<file path="config.mk">
export PLATFORM = sky130hd
export DESIGN_NAME = mtr_ram
export DESIGN_NICKNAME = d
export VERILOG_FILES = /design/src/design/mtr_ram.sv
export SDC_FILE = /design/constraint.sdc
export NUM_CORES = 1
export LEC_CHECK = 0
export ABC_AREA = 1
export BUFFER_PORTS_ARGS = -buffer_cell sky130_fd_sc_hd__buf_2
export CAP_MARGIN = 20
export CORE_MARGIN = 1.5
export CORE_UTILIZATION = 25
export CTS_CLUSTER_SIZE = 8
export DETAILED_ROUTE_END_ITERATION = 10
export GPL_ROUTABILITY_DRIVEN = 0
export PLACE_DENSITY = 0.37
export SKIP_LAST_GASP = 1
export SLEW_MARGIN = 5
export SYNTH_ARGS = -nofsm -noshare
export SYNTH_HDL_FRONTEND = slang
export SYNTH_SLANG_ARGS = --single-unit
</file>
<file path="constraint.sdc">
create_clock -name clk_i -period 1.3 [get_ports clk_i]
set_input_delay 0.065 -clock clk_i [delete_from_list [all_inputs] [get_ports clk_i]]
set_output_delay 0.065 -clock clk_i [all_outputs]
set_load 0.03 [all_outputs]
</file>
<file path="src/design/mtr_ram.sv">
// Generic single-port-write, single-port-read RAM with registered read.
// No dependencies.
module mtr_ram #(
  parameter int unsigned Width = 8,
  parameter int unsigned Depth = 16
) (
  input  logic                                        clk_i,
  input  logic                                        we_i,
  input  logic [((Depth > 1) ? $clog2(Depth) : 1)-1:0] waddr_i,
  input  logic [Width-1:0]                            wdata_i,
  input  logic [((Depth > 1) ? $clog2(Depth) : 1)-1:0] raddr_i,
  output logic [Width-1:0]                            rdata_o
);
  logic [Width-1:0] mem_q [Depth];

  always_ff @(posedge clk_i) begin
    if (we_i) mem_q[waddr_i] <= wdata_i;
    rdata_o <= mem_q[raddr_i];
  end
endmodule

</file>
======== Word-level counts from Yosys, hierarchy flattened ========
Memories as Yosys holds them, arrays and structs flattened. A register that Yosys moved wholly into a read port is not among the register bits.
Cells that the tools add are included.
word-level totals
  bits in registers ....................... 0
  RAM bits ................................ 128
  bits of input ports ..................... 18
  output and inout port bits .............. 8
  word-level logic and storage cells ...... 3
  memories kept ........................... 1
operators by class
  mux-type cells .......................... 2
memory list
  memory  depth  bits a word  read ports  clocked after memory_dff  write ports  RTL line  text
  mem_q   16     8            1           1                         1            14        logic [Width-1:0] mem_q [Depth];
operators with widths
  operator          number
  2-to-1 mux 1 bit  2

======== Depth between registers and ports, before layout ========
  depth in word-level cells ............... 2
  gate-level depth with buffers ........... 8
  depth with buffers taken out ............ 7

======== Worst setup path before layout ========
Ideal clock, no wire load.
  path kind ............................... in2reg
  start ................................... input port waddr_i[2] in the netlist's numbering
  end ..................................... memory mem_q[10][0] (enable)
  library setup time ...................... 370 ps
  data arrival time ....................... 646 ps
  required time ........................... 930 ps
  path slack .............................. 284 ps
  cell stages on the path ................. 2
  buffers on the path ..................... 0
  cells stage by stage .................... nand3b_1 -> nor2_1
RTL lines
  element      RTL line  text
  from (decl)  9         input logic [((Depth > 1) ? $clog2(Depth) : 1)-1:0] waddr_i,
  to (decl)    14
No word-level cell before the write port.

==> impl_metrics.csv <==
group,metric,value,unit
timing,slew_headroom,0.666,
cts,cts_tree,"done",
global_routing,grt_pass1_vias,3896,
critical_path,rrSetupSlack,170,ps
synthesis,synth_xor_area_frac,0,
critical_path,critPathTopFamily,"simple AND/OR/NAND/NOR gates",
die,die-area,0.0240,mm^2
synthesis,synth-seq-cells,136,
hold_path,min_path_type,"in -> reg",
global_routing,grt_pass1_wl,23.6,mm
detailed_routing,dr.pass1.iters,4,
critical_path,endpoint_kind,"flip-flop",
detailed_routing,routed_via_density,4.23,
critical_path,cp.required,1590,ps
synthesis,synth_simple_gate_area_share,0.210,
cts,clk_latency,410,ps
timing,setup_viol,0,
timing,hold_ws,57.1,ps
layout,antennaDiodeCount,0,
timing,report.final.hold_viol_count,0,
timing,fin_ws,166,ps
place,placed_cells,866,
critical_path,crit_chain,"inv_1 > nand2_1 > nand3_1 > nand3_1 > nand3_1 > nand2_1",
layout,syn2layout_area_growth,20.4,%
global_routing,grt_usage,0.137,
critical_path,cp.arrival,1430,ps
detailed_routing,ant_nets,0,
critical_path,cpMostUsedCell,"nand3_1",
detailed_routing,drc_errors,0,
detailed_routing,vias,3796,
synthesis,ys_async_sr_fraction,0,
hold_path,holdPathStages,4,
detailed_routing,routed_wl,15.6,mm
critical_path,crit_path_max_fanout,1,
layout,final_area,0.00694,mm^2
die,ios,26,
timing,fmax,0.881,GHz
place,dp_slack,7.91,ps
place,io_buffers,25,
timing,rsz0062_at_grt,"false",
power,power,10.4,mW
synthesis,synthFlopType,"edfxtp_1",
synthesis,synth_top_area_cell,"edfxtp_1",
synthesis,synth_commonest_cells,"nand2_1 (173), edfxtp_1 (128), inv_1 (100)",
synthesis,synth-compound-area-share,0,
critical_path,max_stage_delay,360,ps
global_routing,grt_overflow,0,
cts,holdBufCountCts,0,
synthesis,synth_mux_area_frac,0,
synthesis,synth-adder-area-share,0,
die,initial_core_util,0.255,
power,leakage,2.97,nW
die,num_rows,55,
status,status,"finished, final reports clean",
cts,htree_levels,4,
layout,nets,618,
cts,clock_sinks,136,
cts,post_cts_resized,0,
timing,fin_crit_sh,0.873,
timing,clock_skew,8.86,ps
global_routing,grt_max_degree,65,
synthesis,yosysSeqAreaShare,0.694,
timing,slew_viol_final,0,
critical_path,path_depth,6,
critical_path,path_class,"reg -> reg",
synthesis,syn-cell-area,0.00577,mm^2
layout,layout.filler_cells,2352,
timing,fin_crit,1130,ps
die,die_h,155,um
layout,fin_cells,898,
synthesis,ys_warn_count,0,
cts,clock_path_buffers,2,
layout,drive_gt1_frac,0.137,
synthesis,synth.most_common_cell,"nand2_1",
power,power.density,1500,mW/mm^2
synthesis,synth_area_per_cell,10.5,um^2
critical_path,crit_path_top_delay_cell,"edfxtp_1",
detailed_routing,initialDrtViolationCount,255,
cts,clk_pin_slew,60,ps
synthesis,synth_top_cell_area_share,0.667,
synthesis,syn-num-nets,569,
cts,cts_setup_buffers,0,
synthesis,synth.distinct_cells,12,
synthesis,synth_area_leaders,"edfxtp_1 (67%), nand2_1 (11%), nand3_1 (8.4%)",
run,maxCapViolCount,0,
synthesis,synthCells,551,
die,core_area,0.0226,mm^2
critical_path,r2r_cells,6,
timing,worst_pin_slew,501,ps
synthesis,synth-edff-count,128,
power,ir_drop,855,uV
place,place_area,0.00636,mm^2
critical_path,worstSetupStartpointType,"flip-flop",
cts,root_buffer,"clkbuf_16",
place,dpl.hpwl,9.79,mm
global_routing,antenna_found_initial,0,
die,fp.dieW,155,um
detailed_routing,routedWlPerCell,17.4,um
cts,cts_buffers,17,
critical_path,path_buf_inv,1,
synthesis,synth_top_family_by_area,"simple AND/OR/NAND/NOR gates",
metal layers:
layer  track usage  share of wire  up-vias
met1         0.184           0.47     1830
met3        0.0331          0.050        9
met5             0              0        -
met4        0.0444         0.0094        0
li1              -              -     1872
met2         0.219           0.48       85
final cells by class:
class,count,area [um^2],share of cell area
inverters,102,383,0.0552
well taps,285,357,0.0514
repair buffers,54,405,0.0584
clock inverters,8,96.3,0.0139
multi-input cells,289,1210,0.175
flip-flops and latches,136,4000,0.577
clock buffers,24,482,0.0694
through the flow:
step / setup TNS, ps / util
after detailed placement: 0 / 0.281
after global routing: 0 / 0.307
after global placement: -27.5 / 0.281
after CTS: 0 / 0.307
final: 0 / 0.307
after floorplan: 0 / -
layout by cell type (no fill, tap or decap):
cell type and instances:
inv_2 2, inv_1 100, clkinvlp_4 1, buf_2 25, clkinv_2 4, dfxtp_1 8, buf_12 5, buf_4 24
clkbuf_16 17, nand3_1 97, clkbuf_8 3, bufinv_16 2, nor2_1 17, nand2_1 173, edfxtp_1 128, clkinv_4 1
clkbuf_1 4, nand3b_1 2
logic make-up (layout without fill, tap and decap cells):
kind of cell,Yosys count,in the layout
buffers and inverters,126,188
flip-flops,136,136
AND/OR/NAND/NOR,289,289
worst paths after layout:
| kind | start | to |
|---|---|---|
| worst min-delay path | raddr_i[2] | rdata_o[5] |
| worst max register to register | mem_q[5][3] | rdata_o[3] |
| worst max-delay path | mem_q[5][3] | rdata_o[3] |
| worst min register to register | mem_q[12][5] | rdata_o[5] |
power by group:
group	switching [mW]	internal (mW)
Clock	1.78	2.97
Sequential	0.0270	4.90
Combinational	0.509	0.206
Total	2.31	8.08
tightest hold or removal path: cells and delay by family:
kind	cells	cell delay, ps
buf+inv	1	160
simple gates	3	210
state kept, by name (all words and copies together), names as in the netlist:
signal   cells
mem_q      128
rdata_o      8
Power figures use the tool's default switching activity.
